<file path="src/hdl/histogram_equalizer_rgb_core_assert.svh">
// Assertion macros shared by the histogram equaliser RTL.
`ifndef HISTOGRAM_EQUALIZER_RGB_CORE_ASSERT_SVH
`define HISTOGRAM_EQUALIZER_RGB_CORE_ASSERT_SVH

// Consequent must hold in the same cycle as the antecedent.
`define HEQ_ASSERT_IMP(lbl, ante, cons, msg) \
  lbl: assert property (@(posedge clk_i) disable iff (!rst_ni) (ante) |-> (cons)) \
    else $error(msg);

// Consequent must hold in the cycle after the antecedent.
`define HEQ_ASSERT_NXT(lbl, ante, cons, msg) \
  lbl: assert property (@(posedge clk_i) disable iff (!rst_ni) (ante) |=> (cons)) \
    else $error(msg);

`endif

</file>
<file path="src/hdl/heq_ram.sv">
// Generic single-clock RAM with one write port and a registered read port.
module heq_ram #(
  parameter int WIDTH = 8,
  parameter int DEPTH = 256
) (
  input  logic                     clk_i,
  input  logic                     we_i,
  input  logic [$clog2(DEPTH)-1:0] waddr_i,
  input  logic [WIDTH-1:0]         wdata_i,
  input  logic [$clog2(DEPTH)-1:0] raddr_i,
  output logic [WIDTH-1:0]         rdata_o
);

  logic [WIDTH-1:0] mem_q [DEPTH];
  logic [WIDTH-1:0] rdata_q;

  always_ff @(posedge clk_i) begin
    if (we_i) begin
      mem_q[waddr_i] <= wdata_i;
    end
    rdata_q <= mem_q[raddr_i];
  end

  assign rdata_o = rdata_q;

endmodule

</file>
<file path="config.mk">
export PLATFORM = sky130hd
export DESIGN_NAME = heq_ram
export DESIGN_NICKNAME = d
export VERILOG_FILES = /design/src/hdl/histogram_equalizer_rgb_core_assert.svh /design/src/hdl/heq_ram.sv
export SDC_FILE = /design/constraint.sdc
export NUM_CORES = 2
export LEC_CHECK = 0
export BUFFER_PORTS_ARGS = -buffer_cell sky130_fd_sc_hd__buf_4
export CAP_MARGIN = 0
export CORE_UTILIZATION = 30
export CTS_CLUSTER_SIZE = 40
export DETAILED_ROUTE_END_ITERATION = 8
export GPL_ROUTABILITY_DRIVEN = 0
export SYNTH_ARGS = -nofsm -noshare
export SYNTH_HDL_FRONTEND = slang
export SYNTH_SLANG_ARGS = --single-unit
</file>
<file path="constraint.sdc">
create_clock -name clk_i -period 5.5 [get_ports clk_i]
set_input_delay 0.55 -clock clk_i [delete_from_list [all_inputs] [get_ports clk_i]]
set_output_delay 0.55 -clock clk_i [all_outputs]
set_load 0.1 [all_outputs]
</file>
# Word level (Yosys, flattened, before mapping)

Memory sizes are Yosys's and may differ from the RTL's. A register that Yosys moved wholly into a read port is not among the register bits.
Cells that the tools add are included.

Flip-flop bits (word level): 0
Memory bits (writable): 2048
Bits of input ports: 26
Output and inout bits: 8
Logic and storage cells: 3
Memories: 1

Memory list:

| memory | words | width | read ports | clocked after Yosys merged registers in | write ports | RTL line      | text |
|---|---|---|---|---|---|---|---|
| mem_q  | 256   | 8     | 1          | 1                                       | 1           | heq_ram.sv:14 | `logic [WIDTH-1:0] mem_q [DEPTH];` |

Mux-type cells: 2

Operators with widths:

| cell              | count |
|---|---|
| 1-bit two-way mux | 2 |

# Longest topological paths before layout

Depth in word-level cells: 2
Depth in mapped cells: 11
Mapped depth without buffers: 6

# Worst setup path before layout

OpenSTA, ideal clock, no wires.

Kind: input -> register
From: input port raddr_i[0]
To: register rdata_q[2], in the netlist rdata_o[2] (read register of mem_q)
Library setup time: 131 ps
Data arrival time: 2357 ps
Required time: 5369 ps
Path slack: 3012 ps
Cell stages on the path: 9
Path buffers: 4
Cell sequence: buf_6 > buf_12 > buf_8 > buf_2 > mux4_2 > a22oi_1 > a21oi_1 > nor4_1 > nor4_2

RTL lines:

| item               | RTL line      | text |
|---|---|---|
| start: declaration | heq_ram.sv:10 | `input logic [$clog2(DEPTH)-1:0] raddr_i,` |
| end: declaration   | heq_ram.sv:15 | `logic [WIDTH-1:0] rdata_q;` |

==> out/results.txt <==
Post-route DRC violation count -> 0
Flop pwr share -> 53.7%
Vias in the first global route -> 38537
DIE AREA -> 267000 sq um
Ratio of cells with drive above 1 in the final layout -> 22.2%
Core Rows -> 188
F_max -> 0.298 GHz
Max Slew Vio Count -> 2
Largest net degree at the start of global routing -> 189
Kind of critical path -> input port to register
Status -> finished with violations
PortBufs -> 33
Critical Path AT -> 4.02 ns
CTS buffer count -> 199
Drt pass-1 iters -> 6
Worst min path class -> input port to register
Sw Share -> 21.8%
FFs w/ async S/R, synth -> 0%
Sw power -> 7.02 mW
Core Util, Final -> 34.3%
Tot GR Track Use -> 15.1%
H-tree Lvls -> 4
Clk pin slew, worst setup/hold paths -> 0.06 ns
Clock sink count -> 2056
Startpoint class of the critical path -> input port
Synth Register Bits -> 2056
Final non-filler cell total -> 7510
Initial antenna violation count -> 15
Die Y -> 517 microns
Endpoints failing setup -> 0
I/O pins -> 34
Slowest CP cell -> nor4_1
CP Max Fanout -> 63
ANT nets after route -> 0
Final hold viol count -> 0
Avg Vias per Cell -> 5.16
LEAKAGE -> 27.1 nW
MaxCap Viol Count -> 1
Initial Util -> 30.3%
Cells after DPL -> 7150
Setup TNS Final -> 0 ns
Area of the core -> 263000 sq um
Critical path required time -> 6.17 ns
Crit share post-route -> 61.0%
Post-Syn Instances -> 3733
PD cells -> 357 nW/um^2
Root buffer cell -> clkbuf_16
Failing checks -> capacitance limit, slew limit
Seq/Total Area, Yosys -> 77.5%
Max Clock Skew -> 0.0456 ns
DR vias -> 38756
Routed length per instance -> 27.1 microns
P&R area growth vs syn -> 13.3%
Yosys warnings -> 0
CTS tree -> yes
Commonest non-fill, non-tap cell in the layout -> edfxtp_1
Post-DP HPWL -> 121000 microns
Mapped cell area -> 79600 sq um
Post-Syn Nets -> 3759
Clk network pwr share -> 41.2%
Setup Buffers After CTS -> 0
Post-synth top flop -> edfxtp_1
Total Nets Final -> 3862
EDFF count, synth -> 2048
Max clock buf depth -> 3
Most frequent cells in the layout -> 2048 x edfxtp_1, 454 x mux4_2, 279 x nor2_1
Logic pwr share -> 5.1%
CP Cell Sequence -> buf_8 > buf_12 > nand3b_1 > o22ai_1 > o21ai_0 > nand3_1 > nor4_1 > nor4_2
Synth unique cells -> 55
Post-cts gate resize count -> 0
Rel. slew slack -> -1.35%
Gr ovfl total -> 0
Synth Area per Inst -> 21.3 sq um
Tmin final -> 3.35 ns
Global-route wire length before repair -> 290000 microns
Maximum VDD drop -> 0.000270 V
Internal power -> 25.2 mW
Worst-Margin Slew -> 1.51 ns
Max stage delay on crit path -> 1.28 ns
Die Width -> 517 microns
DRT iter0 DRCs -> 4627
RSZ-0062 raised after global routing -> false
Clk_lat worst skew -> 0.86 ns
Post-CTS Hold Buffers -> 0
Final WL -> 203000 microns
CP Capture Type -> register
FILL cells -> 24485
state kept, by name (all words and copies together) (netlist names):
| register | flops |
|---|---|
| rdata_o | 8 |
| mem_q | 2048 |
routing by layer:
metal / wire (microns) / up-vias / track usage, %
met5: 0 / - / 0
met3: 15100 / 266 / 2.63
met4: 4250 / 0 / 3.84
li1: - / 15917 / -
met2: 97900 / 1620 / 24.0
met1: 86200 / 20953 / 21.3
cells in the mapped netlist, drive strengths merged, types with 27 or more instances:
cell type / n / share of area (%)
edfxtp: 2048 / 77
mux4: 456 / 13
nor2: 282 / 1.3
mux2i: 134 / 1.7
a22oi: 133 / 1.3
buf: 122 / 1.3
clkbuf: 111 / 0.52
a21oi: 96 / 0.60
o221ai: 47 / 0.53
nand3: 34 / 0.21
nand2: 33 / 0.16
nor2b: 31 / 0.24
o22ai: 28 / 0.22
nor4: 27 / 0.24
stage by stage:
step           total power [mW]  setup slack, ns  area, sq um  hold WS (ns)
5_1_grt                    33.0             2.06        90200         0.103
6_report                   32.2             2.15        90200         0.112
3_5_place_dp               19.3             1.25        83900         0.995
3_3_place_gp               19.3             1.17        83900         0.985
4_1_cts                    32.4             2.15        90200        0.0680
2_1_floorplan              18.5             3.01        79600         0.649
logic make-up after synthesis:
kind of cell | Yosys count | synth area share [%]
flops | 2056 | 77.5
compound gates | 385 | 3.42
buf+inv | 235 | 1.83
simple gates | 466 | 2.63
mux | 591 | 14.6
final cells by class:
cell class | instances | area (sq um) | area share [%]
Multi-Input combinational cell | 1442 | 16500 | 18.3
Clock buffer | 250 | 5280 | 5.85
Sequential cell | 2056 | 61700 | 68.4
Clock inverter | 105 | 950 | 1.05
Timing Repair Buffer | 135 | 1350 | 1.50
Tap cell | 3515 | 4400 | 4.88
Inverter | 2 | 7.51 | 0.00833
Antenna cell | 5 | 12.5 | 0.0139
worst paths after layout:
kind / from / end / slack [ns] / cells past startpoint
max: raddr_i[1] / rdata_o[2] / 2.15 / 8
min: wdata_i[5] / mem_q[8][5] / 0.11 / 1
max reg2reg: mem_q[67][7] / rdata_o[7] / 2.51 / 5
min reg2reg: mem_q[24][0] / rdata_o[0] / 1.07 / 5
worst max-delay path, delay by kind of cell:
family | cells | cell delay (ns)
AND/OR/NAND/NOR | 4 | 2.12
buffers and inverters | 2 | 0.79
AO/OA/AOI/OAI | 2 | 0.31
power by group through the flow:
stage	combinational [mW]	sequential [mW]	clock, mW
finish	1.64	17.3	13.3
global route	1.72	17.3	14.0
CTS	1.66	17.3	13.5
detailed placement	1.65	17.6	0
global placement	1.63	17.6	0
floorplan	0.839	17.7	0
Note: power is estimated with default switching activity, not from simulation.
