### config.mk
export PLATFORM = sky130hd
export DESIGN_NAME = heq_div
export DESIGN_NICKNAME = d
export VERILOG_FILES = /design/src/hdl/histogram_equalizer_rgb_core_assert.svh /design/src/hdl/heq_pkg.sv /design/src/hdl/heq_div.sv
export SDC_FILE = /design/constraint.sdc
export NUM_CORES = 1
export LEC_CHECK = 0
export ABC_CLOCK_PERIOD_IN_PS = 3100
export BUFFER_PORTS_ARGS = -buffer_cell sky130_fd_sc_hd__buf_2
export CAP_MARGIN = 30
export CORE_ASPECT_RATIO = 0.6
export CORE_MARGIN = 2
export CORE_UTILIZATION = 30
export DETAILED_ROUTE_END_ITERATION = 6
export PLACE_DENSITY = 0.5
export SLEW_MARGIN = 5
export SYNTH_ARGS = -nofsm -noshare
export SYNTH_HDL_FRONTEND = slang
export SYNTH_SLANG_ARGS = --single-unit
export TNS_END_PERCENT = 30
### constraint.sdc
create_clock -name clk_i -period 3.1 [get_ports clk_i]
set_input_delay 0 -clock clk_i [delete_from_list [all_inputs] [get_ports clk_i]]
set_output_delay 0 -clock clk_i [all_outputs]
set_load 0.1 [all_outputs]
### src/hdl/histogram_equalizer_rgb_core_assert.svh
// Assertion macros shared by the histogram equaliser RTL.
`ifndef HISTOGRAM_EQUALIZER_RGB_CORE_ASSERT_SVH
`define HISTOGRAM_EQUALIZER_RGB_CORE_ASSERT_SVH

// Consequent must hold in the same cycle as the antecedent.
`define HEQ_ASSERT_IMP(lbl, ante, cons, msg) \
  lbl: assert property (@(posedge clk_i) disable iff (!rst_ni) (ante) |-> (cons)) \
    else $error(msg);

// Consequent must hold in the cycle after the antecedent.
`define HEQ_ASSERT_NXT(lbl, ante, cons, msg) \
  lbl: assert property (@(posedge clk_i) disable iff (!rst_ni) (ante) |=> (cons)) \
    else $error(msg);

`endif

### src/hdl/heq_pkg.sv
// Constants, codes and shared types of the histogram equaliser.
package heq_pkg;

  localparam int BINS            = 256;
  localparam int MAX_PIXELS_LOG2 = 24;

  localparam int BIN_W   = $clog2(BINS);
  localparam int CNT_W   = MAX_PIXELS_LOG2 + 1;
  localparam int CHAN_W  = 8;
  localparam int QUOT_W  = 8;
  localparam int DEN_W   = CNT_W + 1;
  localparam int FIN_NUM_W = MAX_PIXELS_LOG2 + $clog2(2 * BINS);
  localparam int NUM_W   = (FIN_NUM_W > 2 * CHAN_W) ? FIN_NUM_W : 2 * CHAN_W;
  localparam int REM_W   = ((DEN_W + QUOT_W) > NUM_W) ? (DEN_W + QUOT_W) : NUM_W;
  localparam int STEP_W  = $clog2(QUOT_W + 1);

  // Scale applied to the running count: twice the top level, for round half up.
  localparam int FIN_SCALE = 2 * (BINS - 1);

  // Division of the channel sum by three through a reciprocal.
  localparam int SUM_W       = CHAN_W + 2;
  localparam int GRAY_PROD_W = 20;
  localparam int DIV3_RECIP  = 683;
  localparam int DIV3_SHIFT  = 11;

  typedef enum logic [1:0] {
    MODE_CLEAR  = 2'd0,
    MODE_ACC    = 2'd1,
    MODE_FINISH = 2'd2,
    MODE_MAP    = 2'd3
  } mode_e;

  typedef enum logic [3:0] {
    ST_CLEAR,
    ST_IDLE,
    ST_ACC_RD,
    ST_ACC_WR,
    ST_FIN_RD,
    ST_FIN_MUL,
    ST_FIN_GO,
    ST_FIN_DIV,
    ST_MAP_RD,
    ST_MAP_LVL,
    ST_MAP_MUL,
    ST_MAP_GO,
    ST_MAP_DIV,
    ST_MAP_OUT
  } state_e;

  typedef struct packed {
    logic             start;
    logic [NUM_W-1:0] num;
    logic [DEN_W-1:0] den;
  } div_req_t;

  typedef struct packed {
    logic              busy;
    logic              done;
    logic [QUOT_W-1:0] quot;
  } div_rsp_t;

endpackage

### src/hdl/heq_div.sv
// Shared restoring divider, one quotient bit per cycle, saturating quotient.
module heq_div import heq_pkg::*; (
  input  logic     clk_i,
  input  logic     rst_ni,
  input  div_req_t req_i,
  output div_rsp_t rsp_o
);

  logic              busy_q, busy_d;
  logic              done_q, done_d;
  logic              sat_q, sat_d;
  logic [STEP_W-1:0] step_q, step_d;
  logic [REM_W-1:0]  rem_q, rem_d;
  logic [REM_W-1:0]  dsh_q, dsh_d;
  logic [QUOT_W-1:0] quot_q, quot_d;
  logic [REM_W-1:0]  den_full;
  logic              fits;

  always_comb begin
    busy_d   = busy_q;
    done_d   = 1'b0;
    sat_d    = sat_q;
    step_d   = step_q;
    rem_d    = rem_q;
    dsh_d    = dsh_q;
    quot_d   = quot_q;
    den_full = REM_W'(req_i.den) << QUOT_W;
    fits     = (rem_q >= dsh_q);
    if (req_i.start) begin
      // A quotient that needs more bits than the result has saturates.
      sat_d  = (REM_W'(req_i.num) >= den_full);
      rem_d  = REM_W'(req_i.num);
      dsh_d  = REM_W'(req_i.den) << (QUOT_W - 1);
      quot_d = '0;
      step_d = STEP_W'(QUOT_W);
      busy_d = 1'b1;
    end else if (busy_q) begin
      rem_d  = fits ? (rem_q - dsh_q) : rem_q;
      quot_d = {quot_q[QUOT_W-2:0], fits};
      dsh_d  = dsh_q >> 1;
      step_d = step_q - STEP_W'(1);
      if (step_q == STEP_W'(1)) begin
        busy_d = 1'b0;
        done_d = 1'b1;
      end
    end
  end

  always_ff @(posedge clk_i or negedge rst_ni) begin
    if (!rst_ni) begin
      busy_q <= 1'b0;
      done_q <= 1'b0;
      step_q <= '0;
    end else begin
      busy_q <= busy_d;
      done_q <= done_d;
      step_q <= step_d;
    end
  end

  always_ff @(posedge clk_i) begin
    sat_q  <= sat_d;
    rem_q  <= rem_d;
    dsh_q  <= dsh_d;
    quot_q <= quot_d;
  end

  assign rsp_o.busy = busy_q;
  assign rsp_o.done = done_q;
  assign rsp_o.quot = sat_q ? '1 : quot_q;

endmodule

## Yosys cells after proc, flatten, opt, wreduce, memory -nomap -nowiden

Cells that the tools add are included.

| word-level totals | value |
|---|---|
| output and inout bits | 10 |
| input bits | 62 |
| bits in registers | 82 |
| logic and storage cells | 32 |

| cells by class | value |
|---|---|
| reductions and logical operators | 4 |
| equality and inequality tests | 1 |
| magnitude comparators | 2 |
| mux-type cells | 14 |
| add/subtract/negate cells | 2 |

Operator list:

| operator | number |
|---|---|
| 2-to-1 mux 33 bit | 5 |
| greater-or-equal comparator 33 x 34 -> 1 bit | 1 |
| greater-or-equal comparator 34 x 33 -> 1 bit | 1 |
| subtractor 34 x 33 -> 34 bit | 1 |
| 2-to-1 mux 4 bit | 2 |
| 2-to-1 mux 8 bit | 1 |
| 2-to-1 mux 1 bit | 6 |
| equality test 4 x 1 -> 1 bit, second input constant | 1 |
| AND reduction 2 bit | 2 |
| nonzero test 2 bit | 2 |
| subtractor 4 x 1 -> 4 bit, second input constant | 1 |

## Longest topological paths before layout

Gate-level depths: netlist (run 1).

| depth | value |
|---|---|
| word-level depth | 4 |
| mapped depth | 12 |

## Worst setup path before layout (run 1)

Ideal clock, no wire load.

| timing path | value |
|---|---|
| path type | register to register |
| start | register rem_q[0] |
| end | register rem_q[0] (enable) |
| arrival | 2861 ps |
| stages on the path, launching flop included | 12 |
| setup slack | -151 ps |
| required time | 2709 ps |
| path through | edfxtp_1 -> inv_1 -> ha_1 -> fa_1 -> nand4b_1 -> nand3_1 -> a21oi_2 -> o2111ai_1 -> nand2_1 -> o31ai_4 -> a31oi_4 -> nand2_1 |

| on the way | value |
|---|---|
| longest elaborated chain between the ends | 3 |

RTL lines:

| what | line | text |
|---|---|---|
| start: declaration | heq_div.sv:13 | `logic [REM_W-1:0] rem_q, rem_d;` |
| start signal: assignment | heq_div.sv:63 | `rem_q <= rem_d;` |
| greater-or-equal comparator 34 x 33 -> 1 bit | heq_div.sv:28 | `fits = (rem_q >= dsh_q);` |
| nonzero test 2 bit (no line) | - |  |
| AND reduction 2 bit (no line) | - |  |

Every way passes these cells.
A chain may end at the register's enable or synchronous reset.

## Worst setup path after layout (run 1)

| timing path | value |
|---|---|
| start | register dsh_q[11] |
| end | register rem_q[30] (data pin) |

| on the way | value |
|---|---|
| longest elaborated chain between the ends | 4 |

RTL lines:

| what | line | text |
|---|---|---|
| start: declaration | heq_div.sv:14 | `logic [REM_W-1:0] dsh_q, dsh_d;` |
| start signal: assignment | heq_div.sv:64 | `dsh_q <= dsh_d;` |
| subtractor 34 x 33 -> 34 bit | heq_div.sv:38 | `rem_d = fits ? (rem_q - dsh_q) : rem_q;` |
| 2-to-1 mux 33 bit | heq_div.sv:38 |  |
| 2-to-1 mux 33 bit | heq_div.sv:37 | `end else if (busy_q) begin` |
| 2-to-1 mux 33 bit | heq_div.sv:29 | `if (req_i.start) begin` |
| named net rem_d[30] | heq_div.sv:13 |  |

The timed path passes the listed nets, and every way through them passes these cells. The select of a mux whose other input is x is not followed.

==> results of run 1 <==
-- layout make-up --
class / count / area share
tap: 266 / 0.04495
timing repair buffer: 136 / 0.1332
multi-input combinational: 467 / 0.4358
clock buffer: 11 / 0.03143
clock inverter: 5 / 0.01081
sequential: 82 / 0.3069
inverter: 73 / 0.03701
-- worst paths after layout --
kind,from,end,slack (ns),cells past startpoint
max,dsh_q[11],rem_q[30],0.17,12
min,rst_ni,done_q,0.005,2
max reg2reg,dsh_q[11],rem_q[30],0.17,12
min reg2reg,quot_q[7],quot_q[7],0.49,2
max in group asynchronous,rst_ni,step_q[1],2.95,2
min in group clk_i,req_i[56],rem_q[30],0.02,3
-- sequential cells by signal, summed over array words and instances, names as in the netlist --
signal,count
rem_q,34
dsh_q,33
quot_q,8
step_q,4
busy_q,1
done_q,1
sat_q,1
-- metrics by stage --
step | total power, uW | TNS (ns) | hold WS [ns] | utilization | instance area, um^2
floorplan | 4326 | 0 | -0.2956 | - | 5869
global placement | 5056 | 0 | -0.1708 | 0.3440 | 6563
detailed placement | 5095 | 0 | -0.1689 | 0.3440 | 6563
CTS | 6339 | 0 | 0.0006120 | 0.3871 | 7386
global route | 6831 | -0.01470 | 0.008560 | 0.3881 | 7405
finish | 6327 | 0 | 0.004947 | 0.3881 | 7405
-- metal layers --
metal,share of wire,global-route usage,routed length (um)
met1,0.56,0.2436,8574
met2,0.40,0.2120,6123
met3,0.043,0.03082,671
met4,0.0048,0.02880,74
met5,0,0,0
-- what timing repair did --
action,4_1_cts,5_1_grt
setup endpoints to repair,0,2
setup buffers,0,0
resized for setup,0,3
hold buffers,51,0
endpoints found under the hold margin,56,0
-- where the power goes --
group / switching [uW] / internal, uW / leakage [uW] / total [uW]
registers: 120 / 1640 / 0.000841 / 1760
logic: 2040 / 1380 / 0.00239 / 3420
clock network: 448 / 705 / 0.000146 / 1150
-- placed cells by master, fill, tap and decap left out, types with 3 or more instances in the layout --
master	instances
nand2_1	82
inv_1	73
buf_2	70
ha_1	60
edfxtp_1	60
dlygate4sd3_1	51
a21oi_1	40
nor2_1	37
o21ai_0	36
o31ai_1	28
a21o_1	20
xor2_1	18
mux2i_1	17
dfxtp_1	16
nand3_1	15
buf_4	14
xnor2_1	12
nand4_1	10
nor3_1	9
clkbuf_16	9
or2_2	8
nor2b_1	7
o21ai_1	7
dfrtp_1	6
nand2b_1	5
o21bai_1	4
nor4_1	4
and3_1	4
a31oi_1	4
a211oi_1	3
o21a_1	3
-- cells by family (layout without fill, tap and decap cells) --
kind of cell	count (synthesis)	after routing
flip-flops	82	82
AO/OA/AOI/OAI	167	167
buffers and inverters	99	225
multiplexers	19	19
AND/OR/NAND/NOR	190	190
adder cells (fa/ha/maj)	61	61
XOR/XNOR	30	30
==> run summary, run 1 <==
Initial Util -> 0.3075
first-pass GRT wire length -> 24,850 um
static leakage -> 0.003376 uW
register area -> 2272 um^2
total CTS buffers -> 9
WS Path Type -> reg -> reg
VDD IR max -> 0.3367 mV
Ports -> 72
Detail Route Antenna Nets -> 0
CP Capture Type -> flip-flop
Core Footprint -> 19,080 um^2
Fin. Hold Viols -> 0
DRC -> 0
max-capacitance violation count -> 0
Synth async-reset ratio -> 0.07317
Mapped Cells -> 648
placement row count -> 39
nets -> 892
post-synthesis sequential area ratio -> 0.3873
Via-to-Cell Ratio -> 4.799
Startpoint Class -> flip-flop
layout cells sized above 1 -> 0.1537
Data required, critical path -> 3.18 ns
PwrDens -> 854.4 nW/um^2
die boundary height -> 112.3 um
FILL cells -> 1,942
count leader, synth -> nand2_1
Simple-Gate Fraction of Synth Area -> 0.1480
Post-Syn Nets -> 771
Cells after DPL -> 973
vias in the first global route -> 4,765
top_reg_cell synth -> edfxtp_1
DR pass1 iterations -> 4
#FFs+latches synth -> 82
crit path max-delay cell type -> o31ai_1
Final Wtd Congestion -> 0.8354
Die ar. -> 20,730 um^2
period utilization -> 0.9459
Synth area leader -> edfxtp_1
WL per Instance -> 14.85 um
I/O Buffers -> 71
DRT Wirelength -> 15,440 um
Slew Limit Fails -> 0
Synth Area in Compound Gates -> 0.1887
CP Cell Sequence -> inv_1, ha_1, a211oi_1, nor2_1, o31ai_1, o2111ai_2, nand2_1, o31ai_4, buf_4, a31oi_1, xor2_1, o21ai_1
initial antenna violation count -> 0
clock sink total -> 82
area occupied by multi-input gates -> 3227 um^2
status -> finished, final reports clean
Largest stage delay, worst path -> 0.47 ns
main combinational cell family by area after synthesis -> compound AO/OA/AOI/OAI gates
synth top area cells -> edfxtp_1 (31%), ha_1 (13%), dfxtp_1 (5.5%), nand2_1 (5.3%), inv_1 (4.7%)
clk_lat worst skew -> 0.35 ns
Post-Synthesis Mean Instance Area -> 9.054 um^2
die width -> 184.5 um
post-synthesis mux area share -> 0.03348
CTS max path bufs -> 2
Overflow after GRT -> 0
Post-synth EDFFs -> 60
Max-slew headroom -> 0.5606
post-layout min period -> 2.932 ns
DR iter-0 viols -> 313
vias -> 4,991
clock root buffer -> clkbuf_16
Tightest Pin Transition -> 0.6584 ns
hold crit path type -> in -> async
CP Data Arrival Time -> 3.01 ns
fmax -> 0.3410 GHz
Clk pin slew, worst setup/hold paths -> 0.06 ns
CP delay by family, top -> compound AO/OA/AOI/OAI gates
most instantiated cells after synthesis -> nand2_1 (83), inv_1 (73), edfxtp_1 (60), ha_1 (60), a21oi_1 (40)
final setup violation count -> 0
post-synthesis adder-cell area fraction -> 0.1314
Worst Path Buf+Inv -> 2
Total Routing Usage GR -> 0.1535
Yosys warnings -> 0
Synth top area share -> 0.3071
CP Max Fanout -> 5
H-tree depth -> 3
clk_skew -> 0.01327 ns
dpl ws -> 0.05129 ns
largest net degree at the start of global routing -> 61
fin cells -> 1,040
ant diodes -> 0
HPWL Detailed -> 11,800 um
post-synthesis cell type count -> 58
Setup WS post-layout -> 0.1677 ns
xor-xnor portion of the synthesized cell area -> 0.04479
P&R area growth vs syn -> 26.21%
TritonCTS clock tree -> done
cell area after synthesis -> 5867 um^2
(Power assumes the default switching activity.)
==> run 2, diff against run 1 <==
Settings changed: BUFFER_PORTS_ARGS -buffer_cell sky130_fd_sc_hd__buf_2 to unset, CORE_MARGIN 2 to unset, CORE_UTILIZATION 30 to 55, DONT_BUFFER_PORTS set to 1, PLACE_DENSITY 0.5 to 0.75.
==> run 2 against run 1 <==
Sequential power about the same. Worst hold slack improved by 0.011 ns. Critical path depth decreased by 1. Cell count decreased by 19%. Critical path type unchanged. Largest cell class unchanged.
==> run summary, run 2 (synthesized netlist as in run 1, its figures left out) <==
status -> finished, final reports clean (unchanged)
initial antenna violation count -> 0 (unchanged)
sw power -> 2636 uW (was 2609 uW)
clk_lat worst skew -> 0.34 ns (was 0.35 ns)
switch share -> 0.4233 (was 0.4124)
commonest non-fill, non-tap cell in the layout -> nand2_1 (unchanged)
DR iter-0 viols -> 549 (was 313)
max-capacitance violation count -> 0 (unchanged)
WL per Instance -> 17.08 um (was 14.85 um)
R2R Setup Slk -> 0.16 ns (was 0.17 ns)
vias in the first global route -> 4,798 (was 4,765)
Hold Startpoint -> req_i[59]
first-pass GRT wire length -> 23,180 um (was 24,850 um)
Largest regs -> rem_q x34, dsh_q x33, quot_q x8 (unchanged)
H-tree depth -> 3 (unchanged)
VDD IR max -> 0.4865 mV (was 0.3367 mV)
final setup violation count -> 0 (unchanged)
FILL cells -> 790 (was 1,942)
layout cells sized above 1 -> 0.06761 (was 0.1537)
CP Data Arrival Time -> 3.02 ns (was 3.01 ns)
met2 Track Usage GR -> 0.4431 (was 0.2120)
Ports -> 72 (unchanged)
leading cell types in the layout, fill and taps excluded -> nand2_1 (82), inv_1 (73), dlygate4sd3_1 (62) (was nand2_1 (82), inv_1 (73), buf_2 (70))
M1 GR Usage -> 0.3802 (was 0.2436)
Detail Route Antenna Nets -> 0 (unchanged)
Reg with most FFs -> rem_q (unchanged)
clk_skew -> 0.007276 ns (was 0.01327 ns)
Clk pin slew, worst setup/hold paths -> 0.06 ns (about the same)
register area -> 2273 um^2 (was 2272 um^2)
RSZ-0062 raised after global routing -> no
period utilization -> 0.9484 (was 0.9459)
HPWL Detailed -> 9964 um (was 11,800 um)
Final Wtd Congestion -> 0.9015 (was 0.8354)
P&R area growth vs syn -> 18.75% (was 26.21%)
ant diodes -> 0 (unchanged)
clock sink total -> 82 (unchanged)
Data required, critical path -> 3.18 ns (about the same)
hold crit path type -> in -> reg (was in -> async)
busiest grt layer -> met2 (was met1)
setup bufs post-CTS -> 0 (unchanged)
fmax -> 0.3401 GHz (was 0.3410 GHz)
Total Routing Usage GR -> 0.2754 (was 0.1535)
Clk network pwr share -> 0.166 (was 0.182)
reg2reg start -> rem_q[19] (was dsh_q[11])
fin cells -> 845 (was 1,040)
static leakage -> 0.003132 uW (was 0.003376 uW)
largest net degree at the start of global routing -> 133 (was 61)
Overflow after GRT -> 0 (unchanged)
sequential power share -> 0.286 (was 0.278)
CP Max Fanout -> 7 (was 5)
placement row count -> 28 (was 39)
Comb power frac -> 0.548 (was 0.540)
Cells after DPL -> 766 (was 973)
Via-to-Cell Ratio -> 5.876 (was 4.799)
area occupied by multi-input gates -> 3231 um^2 (was 3227 um^2)
Core Footprint -> 10,120 um^2 (was 19,080 um^2)
PwrDens -> 893.8 nW/um^2 (was 854.4 nW/um^2)
max FFs per register -> 34 (unchanged)
DRC -> 0 (unchanged)
GRT met3 Usage -> 0.05741 (was 0.03082)
Die ar. -> 11,100 um^2 (was 20,730 um^2)
CTS max path bufs -> 2 (unchanged)
clock root buffer -> clkbuf_16 (unchanged)
die boundary height -> 82 um (was 112.3 um)
Design Power -> 6227 uW (was 6327 uW)
Initial Util -> 0.5795 (was 0.3075)
Tightest Pin Transition -> 0.8709 ns (was 0.6584 ns)
Max-slew headroom -> 0.4198 (was 0.5606)
Slew Limit Fails -> 0 (unchanged)
DR pass1 iterations -> 5 (was 4)
crit path launch -> rem_q[19] (was dsh_q[11])
CP Capture Type -> flip-flop (unchanged)
die width -> 135.3 um (was 184.5 um)
DRT Wirelength -> 14,440 um (was 15,440 um)
setup_tns -> 0 ns (unchanged)
WS Path Type -> reg -> reg (unchanged)
I/O Buffers -> 0 (was 71)
final core occ -> 0.6881 (was 0.3881)
Startpoint Class -> flip-flop (unchanged)
nets -> 828 (was 892)
Int Pwr -> 3591 uW (was 3718 uW)
Fin. Hold Viols -> 0 (unchanged)
total CTS buffers -> 9 (unchanged)
vias -> 4,965 (was 4,991)
TritonCTS clock tree -> done (unchanged)
post-layout min period -> 2.940 ns (was 2.932 ns)
## run 2: cell count changes in the layout (fill, tap and decap cells not counted), sizes merged
| cell | change |
|---|---|
| dlygate4sd3 | +11 |
| inv | +3 |
| clkinvlp | -2 |
| bufinv | -2 |
| clkinv | +1 |
| buf | -75 |
## run 2: through the flow
step	hold slack, ns	area (um^2)	setup slack (ns)
after floorplan	-0.2956	5869	0.1522
after global placement	-0.2954	6005	0.1592
after detailed placement	-0.2955	6005	0.01923
after CTS	0.01087	6940	0.01180
after global routing	0.02968	6967	0.02806
final	0.01615	6967	0.1598
## run 2: final cells by class
cell class              instances  area share
clock buffers                  11     0.03628
repair buffers                 72      0.1051
inverters                      73     0.03933
well taps                     135     0.02425
multi-input cells             467      0.4637
flip-flops and latches         82      0.3263
clock inverters                 5    0.005029
## run 2: what timing repair did
item	in CTS	in global routing
hold endpoints to repair	86	0
hold buffers	63	0
gates resized for setup	0	5
endpoints found under the setup margin	0	17
## run 2: per-layer routing
| layer | part of all wire | up-vias |
|---|---|---|
| met5 | 0 | - |
| met4 | 0.0099 | 0 |
| met3 | 0.071 | 12 |
| met2 | 0.44 | 175 |
| met1 | 0.47 | 2354 |
| li1 | - | 2424 |
## run 2: path summary, 6_finish.rpt
kind	to	cells past startpoint
max reg2reg	rem_q[28]	11
min in group asynchronous	step_q[3]	2
max	rem_q[28]	11
max in group asynchronous	busy_q	2
min	step_q[3]	2
min reg2reg	quot_q[7]	2
## run 2: power groups by stage
stage / Sequential (uW) / Clock [uW] / Combinational [uW]
detailed placement: 1800 / 0 / 3190
floorplan: 1750 / 0 / 2580
CTS: 1780 / 1060 / 3310
finish: 1780 / 1040 / 3410
global route: 1810 / 1100 / 3750
global placement: 1780 / 0 / 3080
## run 2: worst max-delay path: stages, from the launching register on
cell,delay (ns)
edfxtp_1,0.37
ha_1,0.39
a21o_1,0.20
a21o_1,0.20
a2111oi_2,0.41
nor3_2,0.14
a31oi_4,0.23
o31ai_4,0.11
buf_4,0.16
a31oi_1,0.20
xor2_1,0.19
o21ai_1,0.07
==> run 3, diff against run 2 <==
Settings changed: CORE_UTILIZATION 55 to 40, PLACE_DENSITY 0.75 to 0.58.
==> run 3 against run 2 <==
Power shrank 0.83%. Cell count rose by 6.5%. Worst hold slack got worse by 0.0025 ns. Non-clock buffer count down 2. Die area grew 37%. Global-route usage is 7.0 points lower. Largest cell class unchanged.
==> run summary, run 3 (synthesized netlist as in run 1, its figures left out) <==
status -> finished, final reports clean (unchanged)
Reg with most FFs -> rem_q (unchanged)
Hold Startpoint -> req_i[59] (unchanged)
first-pass GRT wire length -> 23,670 um (was 23,180 um)
ant diodes -> 0 (unchanged)
CP Data Arrival Time -> 3.18 ns (was 3.02 ns)
reg2reg start -> rem_q[0] (was rem_q[19])
Clk pin slew, worst setup/hold paths -> 0.07 ns (was 0.06 ns)
Via-to-Cell Ratio -> 5.307 (was 5.876)
static leakage -> 0.003114 uW (was 0.003132 uW)
largest net degree at the start of global routing -> 133 (unchanged)
placement row count -> 33 (was 28)
DR pass1 iterations -> 5 (unchanged)
Die ar. -> 15,170 um^2 (was 11,100 um^2)
clock sink total -> 82 (unchanged)
fin cells -> 900 (was 845)
Overflow after GRT -> 0 (unchanged)
VDD IR max -> 0.2758 mV (was 0.4865 mV)
clk_skew -> 0.008057 ns (was 0.007276 ns)
leading cell types in the layout, fill and taps excluded -> nand2_1 (81), inv_1 (73), ha_1 (60), edfxtp_1 (60), dlygate4sd3_1 (60) (was nand2_1 (82), inv_1 (73), dlygate4sd3_1 (62))
crit path max-delay cell type -> fa_1 (was a2111oi_2)
Hold Path Depth -> 2 (unchanged)
layout cells sized above 1 -> 0.06780 (was 0.06761)
CP Capture Type -> flip-flop (unchanged)
period utilization -> 0.9487 (was 0.9484)
final core occ -> 0.5007 (was 0.6881)
RR Endpoint -> rem_q[33] (was rem_q[28])
Fin. Hold Viols -> 0 (unchanged)
Tightest Pin Transition -> 0.8900 ns (was 0.8709 ns)
Worst Hold Path EP -> step_q[3] (unchanged)
vias -> 4,776 (was 4,965)
I/O Buffers -> 0 (unchanged)
FILL cells -> 1,329 (was 790)
clock root buffer -> clkbuf_16 (unchanged)
dpl ws -> 0.02944 ns (was 0.01923 ns)
WS Path Type -> reg -> reg (unchanged)
P&R area growth vs syn -> 19.45% (was 18.75%)
commonest non-fill, non-tap cell in the layout -> nand2_1 (unchanged)
setup_tns -> 0 ns (unchanged)
final setup violation count -> 0 (unchanged)
DRT Wirelength -> 14,780 um (was 14,440 um)
R2R Setup Slk -> 0.16 ns (about the same)
post-layout min period -> 2.941 ns (was 2.940 ns)
clk_lat worst skew -> 0.34 ns (about the same)
total CTS buffers -> 9 (unchanged)
vias in the first global route -> 4,609 (was 4,798)
fmax -> 0.3400 GHz (was 0.3401 GHz)
Largest regs -> rem_q x34, dsh_q x33, quot_q x8 (unchanged)
RSZ-0062 raised after global routing -> no (unchanged)
Core Footprint -> 14,000 um^2 (was 10,120 um^2)
PwrDens -> 881.1 nW/um^2 (was 893.8 nW/um^2)
Largest stage delay, worst path -> 0.44 ns (was 0.41 ns)
nets -> 826 (was 828)
Final Wtd Congestion -> 0.8792 (was 0.9015)
Cells after DPL -> 823 (was 766)
Ports -> 72 (unchanged)
Initial Util -> 0.4191 (was 0.5795)
initial antenna violation count -> 0 (unchanged)
CTS max path bufs -> 2 (unchanged)
H-tree depth -> 3 (unchanged)
die boundary height -> 95.81 um (was 82 um)
max FFs per register -> 34 (unchanged)
CP Cell Sequence -> inv_1, ha_1, fa_1, nand4b_1, nand3_1, a21oi_2, o2111ai_2, nand2_2, o31ai_4, a31oi_4, a311oi_2, mux2_4 (was ha_1, a21o_1, a21o_1, a2111oi_2, nor3_2, a31oi_4, o31ai_4, buf_4, a31oi_1, xor2_1, o21ai_1)
Data required, critical path -> 3.33 ns (was 3.18 ns)
Total Routing Usage GR -> 0.2049 (was 0.2754)
Max-slew headroom -> 0.4071 (was 0.4198)
die width -> 158.4 um (was 135.3 um)
TritonCTS clock tree -> done (unchanged)
max-capacitance violation count -> 0 (unchanged)
Slew Limit Fails -> 0 (unchanged)
DRC -> 0 (unchanged)
setup bufs post-CTS -> 0 (unchanged)
WHS -> 0.01365 ns (was 0.01615 ns)
WL per Instance -> 16.42 um (was 17.08 um)
CP Max Fanout -> 4 (was 7)
hold crit path type -> in -> reg (unchanged)
Setup WS post-layout -> 0.1590 ns (was 0.1598 ns)
HPWL Detailed -> 10,500 um (was 9964 um)
Startpoint Class -> flip-flop (unchanged)
DR iter-0 viols -> 279 (was 549)
Detail Route Antenna Nets -> 0 (unchanged)
FF-to-FF path depth -> 12 (was 11)
## run 3: per-layer routing
| metal | vias up | share of wire | track usage |
|---|---|---|---|
| met5 | - | 0 | 0 |
| met4 | 0 | 0.011 | 0.05048 |
| met3 | 12 | 0.052 | 0.04142 |
| met2 | 126 | 0.41 | 0.3026 |
| met1 | 2223 | 0.53 | 0.3024 |
| li1 | 2415 | - | - |
## run 3: worst max path at each step
stage / to / start / depth (start not counted) / slack, ns
final: rem_q[33] / rem_q[0] / 12 / 0.16
after detailed placement: rem_q[33] / rem_q[0] / 12 / 0.03
after floorplan: rem_q[0] / rem_q[0] / 11 / 0.15
after global routing: rem_q[30] / rem_q[19] / 11 / 0.005
after CTS: rem_q[33] / rem_q[0] / 12 / 0.02
after global placement: rem_q[33] / rem_q[0] / 12 / 0.12
## run 3: worst max-delay path, delay by kind of cell, from the launching register on
kind,cells,cell delay (ns)
compound gates,5,1.07
fa+ha+maj,2,0.64
simple gates,3,0.43
flops,1,0.32
mux,1,0.32
buf+inv,1,0.04
## run 3: what timing repair did
action / 4_1_cts / 5_1_grt
setup endpoints to repair: 0 / 14
hold buffers: 61 / 0
hold endpoints to repair: 85 / 0
resized for setup: 0 / 5
## run 3: report_power, final
group	switching [uW]	internal (uW)	total, uW
combinational	2020	1350	3370
sequential	135	1640	1770
clock	460	570	1030
## run 3: area by class of cell
cell class | instances | area [um^2] | share of cell area
Multi-Input combinational cell | 467 | 3232 | 0.4612
Sequential cell | 82 | 2273 | 0.3244
Timing Repair Buffer | 70 | 708.2 | 0.1011
Inverter | 73 | 274.0 | 0.03910
Clock buffer | 11 | 242.7 | 0.03464
Tap cell | 192 | 240.2 | 0.03428
Clock inverter | 5 | 37.54 | 0.005356
## run 3: per-stage QoR
| stage | total power, uW | area (um^2) |
|---|---|---|
| after floorplan | 4326 | 5869 |
| after global placement | 4931 | 6076 |
| after detailed placement | 4986 | 6076 |
| after CTS | 6140 | 6984 |
| after global routing | 6645 | 7008 |
| final | 6175 | 7008 |
